## config.mk

```make
export PLATFORM = sky130hd
export DESIGN_NAME = next_fit_id_allocator_flat
export DESIGN_NICKNAME = d
export VERILOG_FILES = /design/src/nfa_pkg.sv /design/src/nfa_req_if.sv /design/src/nfa_rsp_if.sv /design/src/nfa_ctrl.sv /design/src/nfa_datapath.sv /design/src/next_fit_id_allocator.sv /design/src/flat_wrapper.sv
export SDC_FILE = /design/constraint.sdc
export NUM_CORES = 1
export LEC_CHECK = 0
export CAP_MARGIN = 0
export CORE_MARGIN = 2
export CORE_UTILIZATION = 55
export CTS_CLUSTER_SIZE = 25
export DETAILED_ROUTE_END_ITERATION = 8
export DONT_BUFFER_PORTS = 1
export GPL_TIMING_DRIVEN = 0
export PLACE_DENSITY_LB_ADDON = 0.12
export SLEW_MARGIN = 20
export SYNTH_ARGS = -nofsm -noshare
export SYNTH_HDL_FRONTEND = slang
export SYNTH_HIERARCHICAL = 1
export SYNTH_SLANG_ARGS = --single-unit
```

## constraint.sdc

```tcl
create_clock -name clk -period 8.19 [get_ports clk]
set_clock_uncertainty 0.1 [all_clocks]
set_input_delay 0.4095 -clock clk [delete_from_list [all_inputs] [get_ports clk]]
set_output_delay 0.4095 -clock clk [all_outputs]
set_load 0.02 [all_outputs]
```

## src/nfa_pkg.sv

```systemverilog
// nfa_pkg: shared types, constants and the find-first helper of the next-fit id allocator
package nfa_pkg;

    // fixed field widths
    localparam int ID_W           = 6;
    localparam int COUNT_W        = 7;
    localparam int CFG_W          = 7;
    localparam int MAP_W          = 64;
    localparam int DEF_POOL_DEPTH = 64;

    // configuration port
    localparam int APB_DATA_W = 32;
    localparam int APB_ADDR_W = 3;

    // register indexes
    localparam logic REG_POOL_SIZE = 1'b0;

    // reset value of the pool size register
    localparam logic [CFG_W-1:0] POOL_SIZE_RESET = CFG_W'(64);

    // request operation codes
    localparam logic CMD_ALLOC = 1'b0;
    localparam logic CMD_FREE  = 1'b1;

    // controller states
    typedef enum logic
    {
        ST_IDLE,
        ST_EXEC
    } ctrl_state_t;

    // commands from controller to datapath
    typedef struct packed
    {
        logic load_req;
        logic exec;
    } ctrl_cmd_t;

    // lowest set bit of a map word: {found, index}
    function automatic logic [ID_W:0] find_first(input logic [MAP_W-1:0] vec);
        logic [ID_W:0] res;
        res = '0;
        for (int i = MAP_W - 1; i >= 0; i--)
        begin
            if (vec[i])
            begin
                res = {1'b1, ID_W'(i)};
            end
        end
        return res;
    endfunction

endpackage

```

## src/nfa_req_if.sv

```systemverilog
// nfa_req_if: request channel carrying the operation and the id to free
interface nfa_req_if import nfa_pkg::*; ();
    logic            valid;
    logic            ready;
    logic            cmd;
    logic [ID_W-1:0] id;

    modport source (output valid, output cmd, output id, input ready);
    modport sink   (input valid, input cmd, input id, output ready);
endinterface

```

## src/nfa_rsp_if.sv

```systemverilog
// nfa_rsp_if: response channel carrying the id, the ok flag and the count in use
interface nfa_rsp_if import nfa_pkg::*; ();
    logic               valid;
    logic               ready;
    logic [ID_W-1:0]    id_out;
    logic               ok;
    logic [COUNT_W-1:0] in_use;

    modport source (output valid, output id_out, output ok, output in_use, input ready);
    modport sink   (input valid, input id_out, input ok, input in_use, output ready);
endinterface

```

## src/nfa_ctrl.sv

```systemverilog
// nfa_ctrl: state machine sequencing request capture, execution and response hand-off
module nfa_ctrl import nfa_pkg::*;
(
    input  logic      clk,
    input  logic      rst_n,
    input  logic      in_valid,
    output logic      in_ready,
    output logic      out_valid,
    input  logic      out_ready,
    output ctrl_cmd_t cmd
);

    ctrl_state_t state_reg;
    ctrl_state_t state_next;
    logic        out_valid_reg;
    logic        out_valid_next;
    logic        in_fire;

    // state and response flag registers
    always_ff @(posedge clk or negedge rst_n)
    begin
        if (!rst_n)
        begin
            state_reg     <= ST_IDLE;
            out_valid_reg <= 1'b0;
        end
        else
        begin
            state_reg     <= state_next;
            out_valid_reg <= out_valid_next;
        end
    end

    // next state and commands
    always_comb
    begin
        state_next     = state_reg;
        out_valid_next = out_valid_reg;
        cmd            = '0;
        in_ready       = 1'b0;
        in_fire        = 1'b0;

        // response word leaves when taken
        if (out_valid_reg && out_ready)
        begin
            out_valid_next = 1'b0;
        end

        case (state_reg)
            ST_IDLE:
            begin
                in_ready = 1'b1;
                in_fire  = in_valid;
                if (in_valid)
                begin
                    cmd.load_req = 1'b1;
                    state_next   = ST_EXEC;
                end
            end
            ST_EXEC:
            begin
                // execute once the output register is free or freeing
                if (!out_valid_reg || out_ready)
                begin
                    cmd.exec       = 1'b1;
                    out_valid_next = 1'b1;
                    state_next     = ST_IDLE;
                end
            end
            default:
            begin
                state_next = ST_IDLE;
            end
        endcase
    end

    assign out_valid = out_valid_reg;

    // an accepted word is executed in the following state
    assert property (@(posedge clk) disable iff (!rst_n)
        in_fire |=> (state_reg == ST_EXEC))
        else $error("accepted word did not move controller to execute");

    // execution always produces a pending response
    assert property (@(posedge clk) disable iff (!rst_n)
        cmd.exec |=> out_valid_reg)
        else $error("execution did not raise response valid");

    // a stalled response blocks execution of the next word
    assert property (@(posedge clk) disable iff (!rst_n)
        (state_reg == ST_EXEC && out_valid_reg && !out_ready) |-> !cmd.exec)
        else $error("response overwritten while stalled");

    // never take a new word while one is in execution
    assert property (@(posedge clk) disable iff (!rst_n)
        (state_reg == ST_EXEC) |-> !in_ready)
        else $error("request accepted during execution");

endmodule

```

## src/nfa_datapath.sv

```systemverilog
// nfa_datapath: used map, search pointer, count, next-fit search and response register
module nfa_datapath import nfa_pkg::*;
#(
    parameter int POOL_DEPTH = DEF_POOL_DEPTH
)
(
    input  logic               clk,
    input  logic               rst_n,
    input  ctrl_cmd_t          cmd,
    input  logic [CFG_W-1:0]   pool_size,
    input  logic               req_cmd,
    input  logic [ID_W-1:0]    req_id,
    output logic [ID_W-1:0]    id_out,
    output logic               ok,
    output logic [COUNT_W-1:0] in_use
);

    localparam logic [COUNT_W-1:0] DEPTH_C = COUNT_W'(POOL_DEPTH);
    localparam logic [COUNT_W-1:0] COUNT_MAX = COUNT_W'(MAP_W);

    logic [POOL_DEPTH-1:0] used_map_reg;
    logic [POOL_DEPTH-1:0] used_map_next;
    logic [ID_W-1:0]       ptr_reg;
    logic [ID_W-1:0]       ptr_next;
    logic [COUNT_W-1:0]    count_reg;
    logic [COUNT_W-1:0]    count_next;

    logic                  op_reg;
    logic [ID_W-1:0]       op_id_reg;
    logic [ID_W-1:0]       rsp_id_reg;
    logic [ID_W-1:0]       rsp_id_next;
    logic                  rsp_ok_reg;
    logic                  rsp_ok_next;
    logic [COUNT_W-1:0]    rsp_count_reg;

    logic [COUNT_W-1:0]    size;
    logic [MAP_W-1:0]      map64;
    logic [MAP_W-1:0]      map64_next;
    logic [MAP_W-1:0]      in_pool;
    logic [MAP_W-1:0]      upper;
    logic [MAP_W-1:0]      free_all;
    logic [MAP_W-1:0]      free_hi;
    logic [ID_W-1:0]       start;
    logic [ID_W:0]         hi_res;
    logic [ID_W:0]         all_res;
    logic [ID_W-1:0]       idx;
    logic [COUNT_W-1:0]    idx_inc;
    logic                  free_hit;

    // state registers
    always_ff @(posedge clk or negedge rst_n)
    begin
        if (!rst_n)
        begin
            used_map_reg <= '0;
            ptr_reg      <= '0;
            count_reg    <= '0;
        end
        else
        begin
            used_map_reg <= used_map_next;
            ptr_reg      <= ptr_next;
            count_reg    <= count_next;
        end
    end

    // request capture and response register
    always_ff @(posedge clk)
    begin
        if (cmd.load_req)
        begin
            op_reg    <= req_cmd;
            op_id_reg <= req_id;
        end
        if (cmd.exec)
        begin
            rsp_id_reg    <= rsp_id_next;
            rsp_ok_reg    <= rsp_ok_next;
            rsp_count_reg <= count_next;
        end
    end

    // effective pool size, saturated to the depth, zero acting as one
    always_comb
    begin
        size = (pool_size > DEPTH_C) ? DEPTH_C : pool_size;
        if (size == '0)
        begin
            size = COUNT_W'(1);
        end
    end

    // rotating find-first over the free bits
    always_comb
    begin
        map64 = MAP_W'(used_map_reg);
        start = ({1'b0, ptr_reg} >= size) ? '0 : ptr_reg;
        for (int i = 0; i < MAP_W; i++)
        begin
            in_pool[i] = (COUNT_W'(i) < size);
            upper[i]   = (ID_W'(i) >= start);
        end
        free_all = ~map64 & in_pool;
        free_hi  = free_all & upper;
        hi_res   = find_first(free_hi);
        all_res  = find_first(free_all);
        idx      = hi_res[ID_W] ? hi_res[ID_W-1:0] : all_res[ID_W-1:0];
        idx_inc  = {1'b0, idx} + COUNT_W'(1);
        free_hit = ({1'b0, op_id_reg} < size) && map64[op_id_reg];
    end

    // state update on execution
    always_comb
    begin
        map64_next  = map64;
        ptr_next    = ptr_reg;
        count_next  = count_reg;
        rsp_id_next = '0;
        rsp_ok_next = 1'b0;
        if (op_reg == CMD_ALLOC)
        begin
            if (all_res[ID_W])
            begin
                map64_next[idx] = 1'b1;
                ptr_next        = (idx_inc >= size) ? '0 : idx_inc[ID_W-1:0];
                if (count_reg < COUNT_MAX)
                begin
                    count_next = count_reg + COUNT_W'(1);
                end
                rsp_id_next = idx;
                rsp_ok_next = 1'b1;
            end
        end
        else
        begin
            rsp_id_next = op_id_reg;
            if (free_hit)
            begin
                map64_next[op_id_reg] = 1'b0;
                if (count_reg > '0)
                begin
                    count_next = count_reg - COUNT_W'(1);
                end
                rsp_ok_next = 1'b1;
            end
        end
        if (!cmd.exec)
        begin
            map64_next = map64;
            ptr_next   = ptr_reg;
            count_next = count_reg;
        end
        used_map_next = map64_next[POOL_DEPTH-1:0];
    end

    assign id_out = rsp_id_reg;
    assign ok     = rsp_ok_reg;
    assign in_use = rsp_count_reg;

endmodule

```

## src/next_fit_id_allocator.sv

```systemverilog
// next_fit_id_allocator: top level with configuration port, controller and datapath
//
// Usage
//   req channel: one word per operation, cmd 0 allocates an id, cmd 1 frees req.id.
//   rsp channel: one word per request with id_out, ok and in_use (count after the step).
//   APB port: register 0 at byte address 0 holds pool_size (7 bits, reset 64);
//   write it only while no request is outstanding. Addresses 4 to 7 read zero.
// Sequencing
//   a request is accepted in the idle state and executed in the execute state, where
//   the rotating find-first over the used map runs, once the response register is free
//   or being taken; the response word is registered on execution. No new request is
//   accepted while one is in execute, so requests are taken one at a time.
// Reset
//   rst_n clears the used map, search pointer and count and sets pool_size to 64.
// Stall
//   a waiting response word does not block acceptance of the next request; that
//   request waits in execute until the response register is taken.
module next_fit_id_allocator import nfa_pkg::*;
#(
    parameter int POOL_DEPTH = DEF_POOL_DEPTH
)
(
    input  logic                  clk,
    input  logic                  rst_n,
    nfa_req_if.sink               req,
    nfa_rsp_if.source             rsp,
    input  logic                  psel,
    input  logic                  penable,
    input  logic                  pwrite,
    input  logic [APB_ADDR_W-1:0] paddr,
    input  logic [APB_DATA_W-1:0] pwdata,
    output logic [APB_DATA_W-1:0] prdata,
    output logic                  pready
);

    logic [CFG_W-1:0] pool_size_reg;
    logic             reg_index;
    logic             cfg_write;
    ctrl_cmd_t        cmd;

    // register decode
    assign pready    = 1'b1;
    assign reg_index = paddr[APB_ADDR_W-1];
    assign cfg_write = psel && penable && pwrite && pready;

    // pool size register
    always_ff @(posedge clk or negedge rst_n)
    begin
        if (!rst_n)
        begin
            pool_size_reg <= POOL_SIZE_RESET;
        end
        else if (cfg_write && (reg_index == REG_POOL_SIZE))
        begin
            pool_size_reg <= pwdata[CFG_W-1:0];
        end
    end

    // read back
    always_comb
    begin
        prdata = '0;
        if (reg_index == REG_POOL_SIZE)
        begin
            prdata = APB_DATA_W'(pool_size_reg);
        end
    end

    // controller
    nfa_ctrl u_ctrl
    (
        .clk       (clk),
        .rst_n     (rst_n),
        .in_valid  (req.valid),
        .in_ready  (req.ready),
        .out_valid (rsp.valid),
        .out_ready (rsp.ready),
        .cmd       (cmd)
    );

    // datapath
    nfa_datapath #(
        .POOL_DEPTH (POOL_DEPTH)
    ) u_datapath
    (
        .clk       (clk),
        .rst_n     (rst_n),
        .cmd       (cmd),
        .pool_size (pool_size_reg),
        .req_cmd   (req.cmd),
        .req_id    (req.id),
        .id_out    (rsp.id_out),
        .ok        (rsp.ok),
        .in_use    (rsp.in_use)
    );

endmodule

```

## src/flat_wrapper.sv

```systemverilog
// flat-port wrapper written by rule: the top's interface ports become plain ports
module next_fit_id_allocator_flat import nfa_pkg::*;
#(
    parameter int POOL_DEPTH = DEF_POOL_DEPTH
)
  (clk, rst_n, psel, penable, pwrite, paddr, pwdata, prdata, pready, req_valid, req_cmd, req_id, req_ready, rsp_valid, rsp_id_out, rsp_ok, rsp_in_use, rsp_ready);
  nfa_req_if req_i ();
  nfa_rsp_if rsp_i ();
  input  logic clk;
  input  logic rst_n;
  input  logic psel;
  input  logic penable;
  input  logic pwrite;
  input  logic [APB_ADDR_W-1:0] paddr;
  input  logic [APB_DATA_W-1:0] pwdata;
  output logic [APB_DATA_W-1:0] prdata;
  output logic pready;
  input wire logic [$bits(req_i.valid)-1:0] req_valid;
  input wire logic [$bits(req_i.cmd)-1:0] req_cmd;
  input wire logic [$bits(req_i.id)-1:0] req_id;
  output wire logic [$bits(req_i.ready)-1:0] req_ready;
  output wire logic [$bits(rsp_i.valid)-1:0] rsp_valid;
  output wire logic [$bits(rsp_i.id_out)-1:0] rsp_id_out;
  output wire logic [$bits(rsp_i.ok)-1:0] rsp_ok;
  output wire logic [$bits(rsp_i.in_use)-1:0] rsp_in_use;
  input wire logic [$bits(rsp_i.ready)-1:0] rsp_ready;
  assign req_i.valid = req_valid;
  assign req_i.cmd = req_cmd;
  assign req_i.id = req_id;
  assign req_ready = req_i.ready;
  assign rsp_valid = rsp_i.valid;
  assign rsp_id_out = rsp_i.id_out;
  assign rsp_ok = rsp_i.ok;
  assign rsp_in_use = rsp_i.in_use;
  assign rsp_i.ready = rsp_ready;
  next_fit_id_allocator #(.POOL_DEPTH(POOL_DEPTH)) u_core (.clk(clk), .rst_n(rst_n), .req(req_i), .rsp(rsp_i), .psel(psel), .penable(penable), .pwrite(pwrite), .paddr(paddr), .pwdata(pwdata), .prdata(prdata), .pready(pready));
endmodule
```

-- Word-level counts from Yosys, hierarchy flattened
Cells that the tools add are included.
- register bits after elaboration: 107
- bits of input ports: 49
- output and inout port bits: 49
- logic and storage cells: 339
- add/sub/neg operators: 3
- magnitude comparators: 138
- eq/ne operators: 1
- mux-type cells: 164
- bitwise logic cells: 9
- reduce and logical (&&, ||, !) cells: 13
- operator list (cell ; count):
    2-to-1 mux 7 bit ; 137
    < comparator 6 x 7 -> 1 bit, first input constant ; 32
    bitwise AND 64 bit ; 3
    >= comparator 6 bit, first input constant ; 32
    2-to-1 mux 64 bit ; 3
    NOT 64 bit ; 2
    < comparator 5 x 7 -> 1 bit, first input constant ; 16
    >= comparator 5 x 6 -> 1 bit, first input constant ; 16
    OR 64 bit ; 1
    < comparator 4 x 7 -> 1 bit, first input constant ; 8
    >= comparator 4 x 6 -> 1 bit, first input constant ; 8
    2-to-1 mux 6 bit ; 5
    < comparator 3 x 7 -> 1 bit, first input constant ; 4
    >= comparator 3 x 6 -> 1 bit, first input constant ; 4
    2-to-1 mux 1 bit ; 15
    < comparator 1 x 7 -> 1 bit, first input constant ; 2
    < comparator 2 x 7 -> 1 bit, first input constant ; 2
    < comparator 6 x 7 -> 1 bit, second input constant ; 2
    demux 1 bit (select 6 bit) ; 2
    >= comparator 1 x 6 -> 1 bit, first input constant ; 2
    >= comparator 2 x 6 -> 1 bit, first input constant ; 2
    >= comparator 6 x 1 -> 1 bit, second input constant ; 2
    adder 6 x 1 -> 7 bit, second input constant ; 1
    adder 7 x 1 -> 7 bit, second input constant ; 1
    other kinds (17) ; 26

-- Longest topological paths before layout
- word-level depth: 80
- mapped depth: 33
- depth with buffers taken out: 26

-- Cells and area by module
The synthesis kept the hierarchy.
- modules (own cells, without submodules) (module ; times used ; cells an instance ; area an instance (µm²) ; sequential area each (µm²)):
    nfa_datapath ; 1 ; 1273 ; 9790.6 ; 2557.5
    next_fit_id_allocator ; 1 ; 50 ; 543.0 ; 176.4
    nfa_ctrl ; 1 ; 8 ; 93.8 ; 50.0

-- Worst setup path after synthesis
No wires, ideal clock.
- path kind: reg-to-reg
- start point: register u_core.pool_size_reg[6]
- end point: register u_core.u_datapath.ptr_reg[4]
- library setup time: 0.087 ns
- arrival time: 6.819 ns
- required time: 8.003 ns
- slack: 1.184 ns
- stages on the path, launching flop included: 33
- buffers on the path: 7
- clock period less this slack: 7.006 ns
- path through: dfstp_2 buf_2 nor2_1 buf_2 buf_2 buf_1 a31oi_1 inv_1 ha_1 nand2b_1 a211o_1 a211oi_2 buf_4 buf_6 buf_2 a311oi_1 a2111oi_0 o21ai_1 a211o_1 a211oi_4 inv_2 ha_1 ha_1 a21o_1 a21o_1 a21oi_1 nor2b_1 o21ai_0 nand2b_1 a211oi_1 inv_1 a311o_1 o211ai_1
- word-level cells in the longest chain between the ends: 76
- elaborated cells on any way between the ends: 269
- those cells by class: 1 x add/sub; 131 x order compare; 133 x mux; 2 x bitwise; 2 x reduce/logical
- RTL lines (what ; RTL line ; text):
    start, declared ; next_fit_id_allocator.sv:36 ; logic [CFG_W-1:0] pool_size_reg;
    start signal, assigned ; next_fit_id_allocator.sv:55 ; pool_size_reg <= pwdata[CFG_W-1:0];
    > comparator 7 bit ; nfa_datapath.sv:86 ; size = (pool_size > DEPTH_C) ? DEPTH_C : pool_size;
    2-to-1 mux 7 bit * ; nfa_datapath.sv:86 ;
    logical NOT 7 bit ; nfa_datapath.sv:87 ; if (size == '0)
    2-to-1 mux 7 bit * ; nfa_datapath.sv:87 ;
    >= comparator 6 x 7 -> 1 bit ; nfa_datapath.sv:97 ; start = ({1'b0, ptr_reg} >= size) ? '0 : ptr_reg;
    2-to-1 mux 6 bit ; nfa_datapath.sv:97 ;
    >= comparator 6 bit ; nfa_datapath.sv:101 ; upper[i] = (ID_W'(i) >= start);
    bitwise AND 64 bit ; nfa_datapath.sv:104 ; free_hi = free_all & upper;
    2-to-1 mux 7 bit (64 in a row) ; nfa_pkg.sv:45 ; if (vec[i])
    2-to-1 mux 6 bit ; nfa_datapath.sv:107 ; idx = hi_res[ID_W] ? hi_res[ID_W-1:0] : all_res[ID_W-1:0];
    adder 6 x 1 -> 7 bit ; nfa_datapath.sv:108 ; idx_inc = {1'b0, idx} + COUNT_W'(1);
    >= comparator 7 bit ; nfa_datapath.sv:125 ; ptr_next = (idx_inc >= size) ? '0 : idx_inc[ID_W-1:0];
    2-to-1 mux 6 bit ; nfa_datapath.sv:125 ;
    end signal, assigned ; nfa_datapath.sv:62 ; ptr_reg <= ptr_next;
    end, declared ; nfa_datapath.sv:23 ; logic [ID_W-1:0] ptr_reg;
Every way passes the cells marked *; elsewhere a longest branch is shown, timed or not.
A chain may end at the register's enable or synchronous reset.

-- Worst setup path in the final report
Ends and elaborated chain as after synthesis.

==> impl_metrics.ini <==
[detailed_routing]
vias_per_cell = 7.39
detailroute.via_count = 11876
drt_first_pass_iters = 6
route.antenna.remaining_nets = 0
wl_um = 43100
drt_iter0_drc = 1631
drc = 0
route.detailed.wl_per_inst_um = 26.8

[cts]
clk_transition_reported_paths_ps = 80
ctsRootBufferMaster = sky130_fd_sc_hd__clkbuf_16
ctsLongestPathBuffers = 2
cts_made_buffers = 9
cts_tree = built
clock_latency_ps = 350
cts.sinks = 107
cts-htree-levels = 3

[die]
start_util_pct = 55.9
die_h_um = 142
die_width_um = 142
rows = 50
floorplan.die_area_mm2 = 0.0201
boundaryPins = 98
placeableCoreArea_mm2 = 0.0186

[placed_design]
count_of_buffers_from_port_buffering = 0
place.detailed.hpwl_um = 34300
finalWeightedCongestion = 1.07

[finish]
share_of_the_core_filled_with_cells_in_the_final_layout_pct = 60.2
finish.net_count = 1439
synthesis_to_layout_area_growth_pct = 7.67
largest_register_ff_count = 64
num-fill-cells = 1706
drive_above_1_share_pct = 11.7
leading_cell_type_in_the_layout_fill_and_taps_excluded = sky130_fd_sc_hd__o21ai_0
layout.cells.most_common_list = 140 x sky130_fd_sc_hd__o21ai_0, 111 x sky130_fd_sc_hd__nand2_1, 95 x sky130_fd_sc_hd__nor2_1

[yosys]
synth-edff-count = 21
yosys-top-cells-area = sky130_fd_sc_hd__dfrtp_1 20%, sky130_fd_sc_hd__o21ai_0 6.7%, sky130_fd_sc_hd__edfxtp_1 6.0%, sky130_fd_sc_hd__a21oi_1 4.0%, sky130_fd_sc_hd__nand2_1 4.0%
synthesis.area_mm2 = 0.0104
postSynthCellCount = 1331
netlist.top_cell.by_area = sky130_fd_sc_hd__dfrtp_1
synth_largest_type_area_fraction_pct = 20.4
synth-main-ff-cell = sky130_fd_sc_hd__dfrtp_1
postSynthRegisterBits = 107
yosys_warnings = 6
synth-seq-area-share_pct = 26.7
async_reset_ff_share_pct = 80.4
cell_variety_after_synth = 99
syn_avg_cell_area_um2 = 7.83

[setup_path]
setup.worst_path.end_class = flop
critPathKind = flop to flop
worstSetupStartpointType = flop
r2r-start = u_core/pool_size_reg[6]$_DFFE_PN1P_
crit_start = u_core/pool_size_reg[6]$_DFFE_PN1P_
critical_path_arrival_ps = 8040
crit_slowest_cell = sky130_fd_sc_hd__buf_2
crit_path_max_incr_delay_ps = 460
critical_path_maximum_fanout = 19
timing.critical_path.required_ps = 8360

[timing]
finalSetupTns_ps = 0
finalHoldViolations = 0
finalWorstPathRequiredPeriod_ps = 7870
worst_slew_pin_slew_ps = 1160
slew-limit-headroom_pct = 22.7
max_clock_freq_ghz = 0.127
setup_violations = 0
post-route-period-util_pct = 96.1
final-max-slew-violation-count = 0
unrepaired_setup_endpoints_after_global_routing = no

[global_route]
grt_antenna_before_repair = 0
track_usage_pct = 42.8
number_of_global_route_vias_before_repair = 10936
grt_first_pass_wirelength_um = 65000
grt_overflow_total = 0
grt_start_max_net_pins = 87

[worst_hold_path]
hp-start = req_cmd
min_path_type = input port to flop

[run_status]
run_status = complete, no violations

[power]
ir_drop_mv = 0.185
static-leakage-power_uw = 0.00422
power_per_cell_area_mw_per_mm2 = 306
design_power_total_uw = 3430

[run]
max_cap_viol_count = 0
-- final cells by class --
class                           instances  area, µm²  share of cell area [%]
Timing Repair Buffer                    5       60.1                   0.535
Clock inverter                          7       66.3                   0.591
Buffer                                104        539                    4.80
Multi-Input combinational cell       1116       7160                    63.8
Clock buffer                            9        225                    2.01
Antenna cell                            1       2.50                  0.0223
Tap cell                              234        293                    2.61
Sequential cell                       107       2780                    24.8
Inverter                               25       93.8                   0.836
-- cell families (layout without fill, tap and decap cells) --
group / Yosys count / after routing / synth area share (%)
AOI/OAI and AO/OA: 559 / 559 / 36.0
and+or+nand+nor: 478 / 478 / 25.0
xor gates and xnor gates: 4 / 4 / 0.336
adders and majority gates: 23 / 23 / 2.74
buffers and inverters: 132 / 150 / 6.19
DFF: 107 / 107 / 26.7
other: 2 / 27 / 0.0720
muxes: 26 / 26 / 2.92
-- cell usage after synthesis (15+ instances only) --
cell                       instances
sky130_fd_sc_hd__clkbuf_1         40
sky130_fd_sc_hd__ha_1             22
sky130_fd_sc_hd__o21ai_0         140
sky130_fd_sc_hd__a22o_1           24
sky130_fd_sc_hd__a31oi_1          25
sky130_fd_sc_hd__nand3_1          33
sky130_fd_sc_hd__a21oi_1          84
sky130_fd_sc_hd__a211oi_1         28
sky130_fd_sc_hd__o22ai_1          19
sky130_fd_sc_hd__nor4_1           18
sky130_fd_sc_hd__nand2b_1         30
sky130_fd_sc_hd__inv_1            21
sky130_fd_sc_hd__buf_4            29
sky130_fd_sc_hd__nand2_1         111
sky130_fd_sc_hd__o21a_1           21
sky130_fd_sc_hd__dfrtp_1          85
sky130_fd_sc_hd__o211ai_1         23
sky130_fd_sc_hd__mux2_2           15
sky130_fd_sc_hd__edfxtp_1         21
sky130_fd_sc_hd__or2_2            19
sky130_fd_sc_hd__o21ai_1          28
sky130_fd_sc_hd__a21o_1           27
sky130_fd_sc_hd__nand4_1          17
sky130_fd_sc_hd__nor2_1           95
sky130_fd_sc_hd__nor3_1           40
sky130_fd_sc_hd__buf_2            27
-- worst paths after layout --
kind,endpoint,slack [ps],cells past startpoint
worst max-delay path,u_core/u_datapath/ptr_reg[4]$_DFFE_PN0P_,320,29
worst min-delay path,u_core/u_datapath/op_reg$_DFFE_PP_,50,0
worst max register to register,u_core/u_datapath/ptr_reg[4]$_DFFE_PN0P_,320,29
worst min register to register,u_core/pool_size_reg[2]$_DFFE_PN0P_,450,1
max in group asynchronous,u_core/u_datapath/map64[7]$_DFFE_PN0P_,7120,2
min in group asynchronous,u_core/pool_size_reg[0]$_DFFE_PN0P_,530,2
-- report_power, final --
group / switching [µW] / internal (µW)
registers: 103 / 632
clock network: 212 / 214
logic: 1580 / 695
total: 1890 / 1540
-- timing repair --
action                                  CTS  global route
hold buffers                              2             0
hold endpoints to repair                 86             0
setup buffers                             3             0
endpoints found under the setup margin    6             6
pin swaps                                 2             2
resized for setup                         8             6
-- stage by stage --
| step | cell area [µm²] | std cells | setup slack [ps] | hold WS (ps) |
|---|---|---|---|---|
| after floorplan | 10500 | 1355 | 1180 | 13.9 |
| after global placement | 10800 | 1589 | -1110 | 15.3 |
| after detailed placement | 10800 | 1589 | -1090 | 15.0 |
| after CTS | 11200 | 1610 | 88.4 | 48.7 |
| after global routing | 11200 | 1607 | 19.1 | 43.6 |
| final | 11200 | 1608 | 319 | 54.6 |
-- worst max-delay path, delay by kind of cell, from the launching register on --
family                     cells  cell delay, ps
DFF                            1             390
and+or+nand+nor                5             920
AOI/OAI and AO/OA             13            3390
buffers and inverters          7            1760
adders and majority gates      3             970
xor gates and xnor gates       1             230
-- metal layers --
layer / GRT usage (%) / share of wire, %
met2: 64.4 / 42
met3: 8.67 / 12
met5: 0 / 0
met4: 23.9 / 6.9
met1: 57.6 / 39
Note: power is estimated with default switching activity, not from simulation.
